### src/design/sha_pkg.sv
// Package: shared types and constants for the SHA-256 stream hasher
package sha_pkg;

   localparam int unsigned QueueDepth = 4;

   typedef struct packed {
      logic [7:0] data_byte;
      logic       byte_present;
      logic       last_byte;
   } req_item_type;

   localparam logic [31:0] InitialHash [8] = '{
      32'h6a09e667, 32'hbb67ae85, 32'h3c6ef372, 32'ha54ff53a,
      32'h510e527f, 32'h9b05688c, 32'h1f83d9ab, 32'h5be0cd19
   };

   localparam logic [31:0] RoundK [64] = '{
      32'h428a2f98, 32'h71374491, 32'hb5c0fbcf, 32'he9b5dba5,
      32'h3956c25b, 32'h59f111f1, 32'h923f82a4, 32'hab1c5ed5,
      32'hd807aa98, 32'h12835b01, 32'h243185be, 32'h550c7dc3,
      32'h72be5d74, 32'h80deb1fe, 32'h9bdc06a7, 32'hc19bf174,
      32'he49b69c1, 32'hefbe4786, 32'h0fc19dc6, 32'h240ca1cc,
      32'h2de92c6f, 32'h4a7484aa, 32'h5cb0a9dc, 32'h76f988da,
      32'h983e5152, 32'ha831c66d, 32'hb00327c8, 32'hbf597fc7,
      32'hc6e00bf3, 32'hd5a79147, 32'h06ca6351, 32'h14292967,
      32'h27b70a85, 32'h2e1b2138, 32'h4d2c6dfc, 32'h53380d13,
      32'h650a7354, 32'h766a0abb, 32'h81c2c92e, 32'h92722c85,
      32'ha2bfe8a1, 32'ha81a664b, 32'hc24b8b70, 32'hc76c51a3,
      32'hd192e819, 32'hd6990624, 32'hf40e3585, 32'h106aa070,
      32'h19a4c116, 32'h1e376c08, 32'h2748774c, 32'h34b0bcb5,
      32'h391c0cb3, 32'h4ed8aa4a, 32'h5b9cca4f, 32'h682e6ff3,
      32'h748f82ee, 32'h78a5636f, 32'h84c87814, 32'h8cc70208,
      32'h90befffa, 32'ha4506ceb, 32'hbef9a3f7, 32'hc67178f2
   };

   function automatic logic [31:0] ror32(input logic [31:0] x, input int unsigned n);
      ror32 = (x >> n) | (x << (32 - n));
   endfunction

endpackage

### src/design/sha_req_queue.sv
// Front end: request queue, drops idle items
module sha_req_queue (
   input  logic                  clock,
   input  logic                  reset,
   input  logic                  in_valid,
   output logic                  in_ready,
   input  sha_pkg::req_item_type in_item,
   output logic                  out_valid,
   input  logic                  out_ready,
   output sha_pkg::req_item_type out_item
);
   import sha_pkg::*;

   localparam int unsigned PtrW = $clog2(QueueDepth);

   req_item_type          mem [QueueDepth];
   logic [PtrW-1:0]       wr_ptr_ff, wr_ptr_in, rd_ptr_ff, rd_ptr_in;
   logic [PtrW:0]         count_ff, count_in;
   logic                  push, pop, keep;

   assign in_ready  = (count_ff != (PtrW+1)'(QueueDepth));
   assign out_valid = (count_ff != '0);
   assign out_item  = mem[rd_ptr_ff];
   assign keep      = in_item.byte_present | in_item.last_byte;
   assign push      = in_valid & in_ready & keep;
   assign pop       = out_valid & out_ready;

   always_comb begin
      wr_ptr_in = push ? wr_ptr_ff + 1'b1 : wr_ptr_ff;
      rd_ptr_in = pop ? rd_ptr_ff + 1'b1 : rd_ptr_ff;
      count_in  = count_ff + (PtrW+1)'(push) - (PtrW+1)'(pop);
   end

   always_ff @(posedge clock) begin
      if (reset) begin
         wr_ptr_ff <= '0;
         rd_ptr_ff <= '0;
         count_ff  <= '0;
      end else begin
         wr_ptr_ff <= wr_ptr_in;
         rd_ptr_ff <= rd_ptr_in;
         count_ff  <= count_in;
      end
      if (push) begin
         mem[wr_ptr_ff] <= in_item;
      end
   end
endmodule

### src/design/sha_core.sv
// Back end: block assembly, padding, round engine and digest output
module sha_core (
   input  logic                  clock,
   input  logic                  reset,
   input  logic                  item_valid,
   output logic                  item_ready,
   input  sha_pkg::req_item_type item,
   output logic                  out_valid,
   input  logic                  out_ready,
   output logic [31:0]           out_word,
   output logic [2:0]            out_index,
   output logic                  out_last
);
   import sha_pkg::*;

   typedef enum logic [2:0] {
      ST_TAKE, ST_SCHED, ST_ROUND, ST_FOLD, ST_PAD, ST_EMIT
   } state_type;

   state_type    state_ff;
   logic [31:0]  hash_ff [8];
   logic [31:0]  var_ff  [8];
   logic [31:0]  wsched_ff [16];
   logic [31:0]  blk_ff [16];   // message block, big-endian bytes per word
   logic [5:0]   fill_ff;
   logic [60:0]  count_ff;
   logic [5:0]   round_ff;
   logic [3:0]   load_ff;
   logic         final_ff;   // compressing a padding block
   logic         second_ff;  // another padding block follows
   logic [2:0]   emit_ff;

   logic [31:0] w15, w2, wnew, w_t, s0, s1, ch, maj, t1, t2;
   logic [31:0] pad_blk [16];
   logic [63:0] bits;

   assign item_ready = (state_ff == ST_TAKE);
   assign out_valid  = (state_ff == ST_EMIT);
   assign out_word   = hash_ff[emit_ff];
   assign out_index  = emit_ff;
   assign out_last   = (emit_ff == 3'd7);
   assign bits       = {count_ff, 3'b000};

   always_comb begin
      w15  = wsched_ff[round_ff[3:0] + 4'd1];
      w2   = wsched_ff[round_ff[3:0] + 4'd14];
      wnew = wsched_ff[round_ff[3:0]]
           + (ror32(w15, 7) ^ ror32(w15, 18) ^ (w15 >> 3))
           + wsched_ff[round_ff[3:0] + 4'd9]
           + (ror32(w2, 17) ^ ror32(w2, 19) ^ (w2 >> 10));
      w_t  = (round_ff < 6'd16) ? wsched_ff[round_ff[3:0]] : wnew;
      s1   = ror32(var_ff[4], 6) ^ ror32(var_ff[4], 11) ^ ror32(var_ff[4], 25);
      ch   = (var_ff[4] & var_ff[5]) ^ (~var_ff[4] & var_ff[6]);
      t1   = var_ff[7] + s1 + ch + RoundK[round_ff] + w_t;
      s0   = ror32(var_ff[0], 2) ^ ror32(var_ff[0], 13) ^ ror32(var_ff[0], 22);
      maj  = (var_ff[0] & var_ff[1]) ^ (var_ff[0] & var_ff[2]) ^ (var_ff[1] & var_ff[2]);
      t2   = s0 + maj;
   end

   // padded block: 0x80 at fill_ff, zeros after it, length if it fits
   always_comb begin
      for (int w = 0; w < 16; w++) begin
         for (int b = 0; b < 4; b++) begin
            if ((4*w + b) == int'(fill_ff)) pad_blk[w][31-8*b -: 8] = 8'h80;
            else if ((4*w + b) > int'(fill_ff)) pad_blk[w][31-8*b -: 8] = 8'h00;
            else pad_blk[w][31-8*b -: 8] = blk_ff[w][31-8*b -: 8];
         end
      end
      if (fill_ff < 6'd56) begin
         pad_blk[14] = bits[63:32];
         pad_blk[15] = bits[31:0];
      end
   end

   always_ff @(posedge clock) begin
      if (reset) begin
         state_ff  <= ST_TAKE;
         fill_ff   <= '0;
         count_ff  <= '0;
         round_ff  <= '0;
         load_ff   <= '0;
         final_ff  <= 1'b0;
         second_ff <= 1'b0;
         emit_ff   <= '0;
         for (int i = 0; i < 8; i++) hash_ff[i] <= InitialHash[i];
      end else begin
         case (state_ff)
            ST_TAKE: begin
               if (item_valid) begin
                  if (item.byte_present) begin
                     blk_ff[fill_ff[5:2]][{~fill_ff[1:0], 3'b000} +: 8] <= item.data_byte;
                     fill_ff  <= fill_ff + 6'd1;
                     count_ff <= count_ff + 61'd1;
                  end
                  final_ff  <= 1'b0;
                  second_ff <= item.last_byte;
                  if (item.byte_present && fill_ff == 6'd63) begin
                     load_ff  <= '0;
                     state_ff <= ST_SCHED;
                  end else if (item.last_byte) begin
                     state_ff <= ST_PAD;
                  end
               end
            end
            ST_PAD: begin
               for (int i = 0; i < 16; i++) blk_ff[i] <= pad_blk[i];
               second_ff <= (fill_ff >= 6'd56);
               final_ff <= 1'b1;
               load_ff  <= '0;
               state_ff <= ST_SCHED;
            end
            ST_SCHED: begin
               wsched_ff[load_ff] <= blk_ff[load_ff];
               load_ff <= load_ff + 4'd1;
               if (load_ff == 4'd15) begin
                  for (int i = 0; i < 8; i++) var_ff[i] <= hash_ff[i];
                  round_ff <= '0;
                  state_ff <= ST_ROUND;
               end
            end
            ST_ROUND: begin
               if (round_ff >= 6'd16) wsched_ff[round_ff[3:0]] <= wnew;
               var_ff[7] <= var_ff[6];
               var_ff[6] <= var_ff[5];
               var_ff[5] <= var_ff[4];
               var_ff[4] <= var_ff[3] + t1;
               var_ff[3] <= var_ff[2];
               var_ff[2] <= var_ff[1];
               var_ff[1] <= var_ff[0];
               var_ff[0] <= t1 + t2;
               round_ff  <= round_ff + 6'd1;
               if (round_ff == 6'd63) state_ff <= ST_FOLD;
            end
            ST_FOLD: begin
               for (int i = 0; i < 8; i++) hash_ff[i] <= hash_ff[i] + var_ff[i];
               if (final_ff && second_ff) begin
                  // length-only block after an overflowing pad
                  for (int i = 0; i < 14; i++) blk_ff[i] <= 32'h0;
                  blk_ff[14] <= bits[63:32];
                  blk_ff[15] <= bits[31:0];
                  second_ff <= 1'b0;
                  load_ff   <= '0;
                  state_ff  <= ST_SCHED;
               end else if (final_ff) begin
                  emit_ff  <= '0;
                  state_ff <= ST_EMIT;
               end else if (second_ff) begin
                  state_ff <= ST_PAD;
               end else begin
                  state_ff <= ST_TAKE;
               end
            end
            ST_EMIT: begin
               if (out_ready) begin
                  emit_ff <= emit_ff + 3'd1;
                  if (emit_ff == 3'd7) begin
                     for (int i = 0; i < 8; i++) hash_ff[i] <= InitialHash[i];
                     fill_ff  <= '0;
                     count_ff <= '0;
                     final_ff <= 1'b0;
                     state_ff <= ST_TAKE;
                  end
               end
            end
            default: state_ff <= ST_TAKE;
         endcase
      end
   end
endmodule

### src/design/sha256_stream_hasher.sv
// Top level: SHA-256 hasher over a byte request stream
//
//  channel | dir | tdata                      | tuser        | tlast
//  req     | in  | data_byte[7:0]             | byte_present | last_byte
//  rsp     | out | digest_word[31:0]          | word_index   | last_word
//
// A byte request is written into the block by the core; every 64th byte adds a
// schedule load, the compression rounds and a fold on the single round unit.
// End of message adds a pad step and one or two compressions, then eight
// digest words. A four-entry queue keeps accepting requests while the core works,
// until it is full. Reset clears the queue and restores the initial hash values.
module sha256_stream_hasher (
   input  logic        clock,
   input  logic        reset,
   input  logic        req_tvalid,
   output logic        req_tready,
   input  logic [7:0]  req_tdata,   // data_byte
   input  logic        req_tuser,   // byte_present
   input  logic        req_tlast,   // last_byte
   output logic        rsp_tvalid,
   input  logic        rsp_tready,
   output logic [31:0] rsp_tdata,   // digest_word
   output logic [2:0]  rsp_tuser,   // word_index
   output logic        rsp_tlast    // last_word
);
   import sha_pkg::*;

   req_item_type in_item, q_item;
   logic         q_valid, q_ready;

   assign in_item = '{data_byte: req_tdata, byte_present: req_tuser, last_byte: req_tlast};

   sha_req_queue u_queue (
      .clock(clock), .reset(reset),
      .in_valid(req_tvalid), .in_ready(req_tready), .in_item(in_item),
      .out_valid(q_valid), .out_ready(q_ready), .out_item(q_item)
   );

   sha_core u_core (
      .clock(clock), .reset(reset),
      .item_valid(q_valid), .item_ready(q_ready), .item(q_item),
      .out_valid(rsp_tvalid), .out_ready(rsp_tready),
      .out_word(rsp_tdata), .out_index(rsp_tuser), .out_last(rsp_tlast)
   );

   a_last_idx: assert property (@(posedge clock) disable iff (reset)
      rsp_tvalid |-> (rsp_tlast == (rsp_tuser == 3'd7)))
      else $error("last flag mismatch");

   a_idx_step: assert property (@(posedge clock) disable iff (reset)
      (rsp_tvalid && rsp_tready && !rsp_tlast) |=> (rsp_tvalid && rsp_tuser == $past(rsp_tuser) + 3'd1))
      else $error("digest index skipped");

   a_hold: assert property (@(posedge clock) disable iff (reset)
      (rsp_tvalid && !rsp_tready) |=> (rsp_tvalid && $stable(rsp_tdata)))
      else $error("digest word changed while stalled");
endmodule
### config.mk
export PLATFORM = sky130hd
export DESIGN_NAME = sha256_stream_hasher
export DESIGN_NICKNAME = d
export VERILOG_FILES = /design/src/design/sha_pkg.sv /design/src/design/sha_req_queue.sv /design/src/design/sha_core.sv /design/src/design/sha256_stream_hasher.sv
export SDC_FILE = /design/constraint.sdc
export NUM_CORES = 2
export LEC_CHECK = 0
export CAP_MARGIN = 20
export CORE_UTILIZATION = 55
export DETAILED_ROUTE_END_ITERATION = 6
export DONT_BUFFER_PORTS = 1
export HOLD_SLACK_MARGIN = 0.05
export PLACE_DENSITY = 0.77
export SYNTH_ARGS = -nofsm -noshare
export SYNTH_HDL_FRONTEND = slang
export SYNTH_SLANG_ARGS = --single-unit
### constraint.sdc
create_clock -name clock -period 21.5 [get_ports clock]
set_input_delay 5.375 -clock clock [delete_from_list [all_inputs] [get_ports clock]]
set_output_delay 5.375 -clock clock [all_outputs]
set_load 0.03 [all_outputs]
==> results.md <==
- CP Capture Type: flop
- IO Count: 52
- Post-synth EDFFs: 1,017
- Total GRT Usage: 35.6%
- Logic gate share of total power: 13.8%
- Cell taking the most area after synthesis: edfxtp_1
- Register area share after synthesis: 41.2%
- Post-synth ARST share: 0%
- Layout cells sized above 1: 12.5%
- Placed cell area: 109,000 um2
- Slew HR: 12.0%
- Power per cell area: 67.8 nW/um2
- Initial antenna violation count: 7
- CTS Root Cell: clkbuf_16
- Gp weighted congestion: 1.04
- Finished Layout Cells: 12,567
- Synth top area share: 28.7%
- Post-DP HPWL: 248,000 um
- Hold Path Class: reg -> reg
- Crit path arrival time: 15.11 ns
- Cell variety after synth: 93
- Worst-Skew Late Latency: 0.91 ns
- Clk sinks: 1,681
- Vias post-DR: 85,518
- Die area: 195,000 um2
- Seq pwr share: 46.4%
- Worst path bufs/invs: 5
- Count leader, synth: nand2_1
- I/O Buffers: 0
- Post-CTS sizing: 0
- Ys Warns: 0
- Worst Tran Pin Value: 1.29 ns
- Crit path max fanout: 64
- Critical path depth: 45
- Antenna Nets Post-Route: 0
- R2R cell count: 45
- Period utilization: 67.3%
- Nets: 10,525
- Worst R2R Start: u_core.round_ff[1]
- Worst reg-to-reg setup slack: 7.02 ns
- Total number of H-tree levels: 4
- Commonest cells in the netlist: nand2_1 (1,361), nor2_1 (1,312), edfxtp_1 (1,017)
- # hold bufs at CTS: 0
- Routed WL: 355,000 um
- MaxCap Viol Count: 0
- Post-CTS setup buffer count: 0
- Static Leak: 42.0 nW
- Core area: 191,000 um2
- Die X: 442 um
- TritonCTS clock tree: done
- Syn_nets: 10,799
- Number of global-route vias before repair: 82,183
- Iteration-0 DRC count of the detailed router: 12,620
- Cell mode on critical path: a21o_1
- Routed len/inst: 28.2 um
- Dominant cells by area after synthesis: edfxtp_1 (29%), mux4_2 (15%), dfxtp_1 (13%), ha_1 (4.8%), nand2_1 (4.8%)
- Run status: complete, but fails checks
- Netlist Area Pre-Place: 106,000 um2
- CP max stage delay: 0.90 ns
- Failing checks: DRC
- Pwr Total: 7.75 mW
- Fmax: 69.1 MHz
- Starting Density: 55.7%
- Setup crit end: u_core.var_ff[0][31]
- Pin count of the biggest net entering global routing: 149
- Die H: 442 um
- TNS Setup: 0 ns
- Cts bufs inserted: 177
- Post-Syn Instances: 10,177
- Clk pwr share: 39.9%
- Slowest-stage cell, CP: buf_4
- Slew Viols, Final: 0
- Drt via density: 6.80
- Syn Area/Cell: 10.4 um2
- Clock transition at path regs: 0.06 ns
- Delay-heaviest family, CP: compound AO/OA/AOI/OAI gates
- Dpl ws: 7.14 ns
- Total congestion overflow: 0
- Type of the worst setup path: reg -> reg
- Sw power: 2.20 mW
- Max clock buf depth: 3
- Setup Skew: 0.0962 ns
- # setup viols final: 0
- Placed insts: 12,228
- Startpoint Class: flop
- First-pass GRT wire length: 527,000 um
- Internal power: 5.55 mW
- Setup crit start: u_core.round_ff[1]
- Switching fraction of total power: 28.4%
- DR DRC count: 2
- Reg2reg end: u_core.var_ff[0][31]
- Area grow syn2layout: 7.63%
- Final hold violation count: 0
- Final setup margin: 7.02 ns
- Main synth FF type: edfxtp_1
- Pre-antenna DRT Iters: 7
- Unrepaired setup endpoints after global routing: no
- Final instance area: 114,000 um2
- Worst Path Required: 22.13 ns
- VDD IR max: 76.8 uV
- Tmin final: 14.48 ns
- Register bit total from synthesis: 1,681
- Row cnt: 160
==> placed cells by master, fill, tap and decap left out, drive strengths merged, types with 70 or more instances in the layout <==
cell	n
a21o	168
a21oi	942
buf	147
clkbuf	256
dfxtp	664
edfxtp	1017
fa	196
ha	412
inv	390
mux2i	91
mux4	729
nand2	1361
nand2b	70
nand3	123
nor2	1312
nor3	103
o21ai	483
xnor2	416
xor2	193
==> layer usage <==
metal | share of wire, % | vias up | global-route usage (%)
met5 | 0.017 | - | 0
met4 | 6.9 | 8 | 20.5
met3 | 12 | 1269 | 8.76
met2 | 45 | 5963 | 54.9
met1 | 36 | 41909 | 45.9
li1 | - | 36369 | -
==> final cells by class <==
| class | count | area [um2] |
|---|---|---|
| multi-input combinational | 7506 | 58900 |
| sequential | 1681 | 43900 |
| inverter | 389 | 1460 |
| antenna | 1 | 2.50 |
| clock buffer | 255 | 4970 |
| tap | 2511 | 3140 |
| fill | 15275 | 76600 |
| clock inverter | 76 | 816 |
| timing repair buffer | 148 | 1190 |
==> worst reg2reg max path: cells and delay by family (launching register included) <==
| kind | cells | cell delay [ns] |
|---|---|---|
| XOR/XNOR | 6 | 1.39 |
| buffers and inverters | 5 | 2.59 |
| adder cells (fa/ha/maj) | 9 | 3.99 |
| AO/OA/AOI/OAI | 22 | 4.37 |
| flip-flops | 1 | 0.74 |
| multiplexers | 2 | 1.06 |
| AND/OR/NAND/NOR | 1 | 0.10 |
==> worst min-delay path by stage <==
stage | end | cells after the start | slack [ns] | startpoint
global placement | u_core.blk_ff[5][7] | 2 | 0.43 | u_core.blk_ff[5][7]
floorplan | u_core.blk_ff[5][7] | 2 | 0.42 | u_core.blk_ff[5][7]
finish | u_core.blk_ff[5][7] | 2 | 0.46 | u_core.blk_ff[5][7]
CTS | u_core.blk_ff[5][7] | 2 | 0.46 | u_core.blk_ff[5][7]
detailed placement | u_core.blk_ff[5][7] | 2 | 0.44 | u_core.blk_ff[5][7]
global route | u_core.blk_ff[5][7] | 2 | 0.46 | u_core.blk_ff[5][7]
==> cells by family (layout without fill, tap and decap cells) <==
family | count (synthesis) | in the layout | share of synthesized area (%)
compound gates | 2125 | 2125 | 11.8
xor+xnor | 610 | 610 | 5.05
fa+ha+maj | 637 | 637 | 8.81
buf+inv | 990 | 868 | 3.55
flops | 1681 | 1681 | 41.2
mux | 858 | 858 | 16.7
other cells | 0 | 1 | 0
simple gates | 3276 | 3276 | 12.8
==> through the flow <==
stage	utilization [%]	hold slack [ns]
after floorplan	-	0.418
after global placement	56.8	0.426
after detailed placement	56.8	0.440
after CTS	59.9	0.457
after global routing	59.9	0.462
final	59.9	0.460
==> power by group through the flow <==
stage	Combinational, mW	Sequential (mW)	Clock (mW)
2_1_floorplan	0.697	3.63	0
3_3_place_gp	1.00	3.66	0
3_5_place_dp	1.03	3.66	0
4_1_cts	1.03	3.59	3.10
5_1_grt	1.13	3.60	3.21
6_report	1.07	3.59	3.09
==> state kept, by name, summed over array words and instances, names as in the netlist, named ones only <==
signal	count
u_core.hash_ff	256
u_core.load_ff	4
u_queue.mem	40
u_core.round_ff	6
u_queue.rd_ptr_ff	2
u_core.var_ff	256
u_queue.count_ff	3
u_core.blk_ff	512
u_core.out_index	3
u_core.fill_ff	6
u_core.final_ff	1
u_queue.wr_ptr_ff	2
u_core.state_ff	3
u_core.second_ff	1
u_core.wsched_ff	512
u_core.count_ff	61
Note: power is estimated with default switching activity, not from simulation.
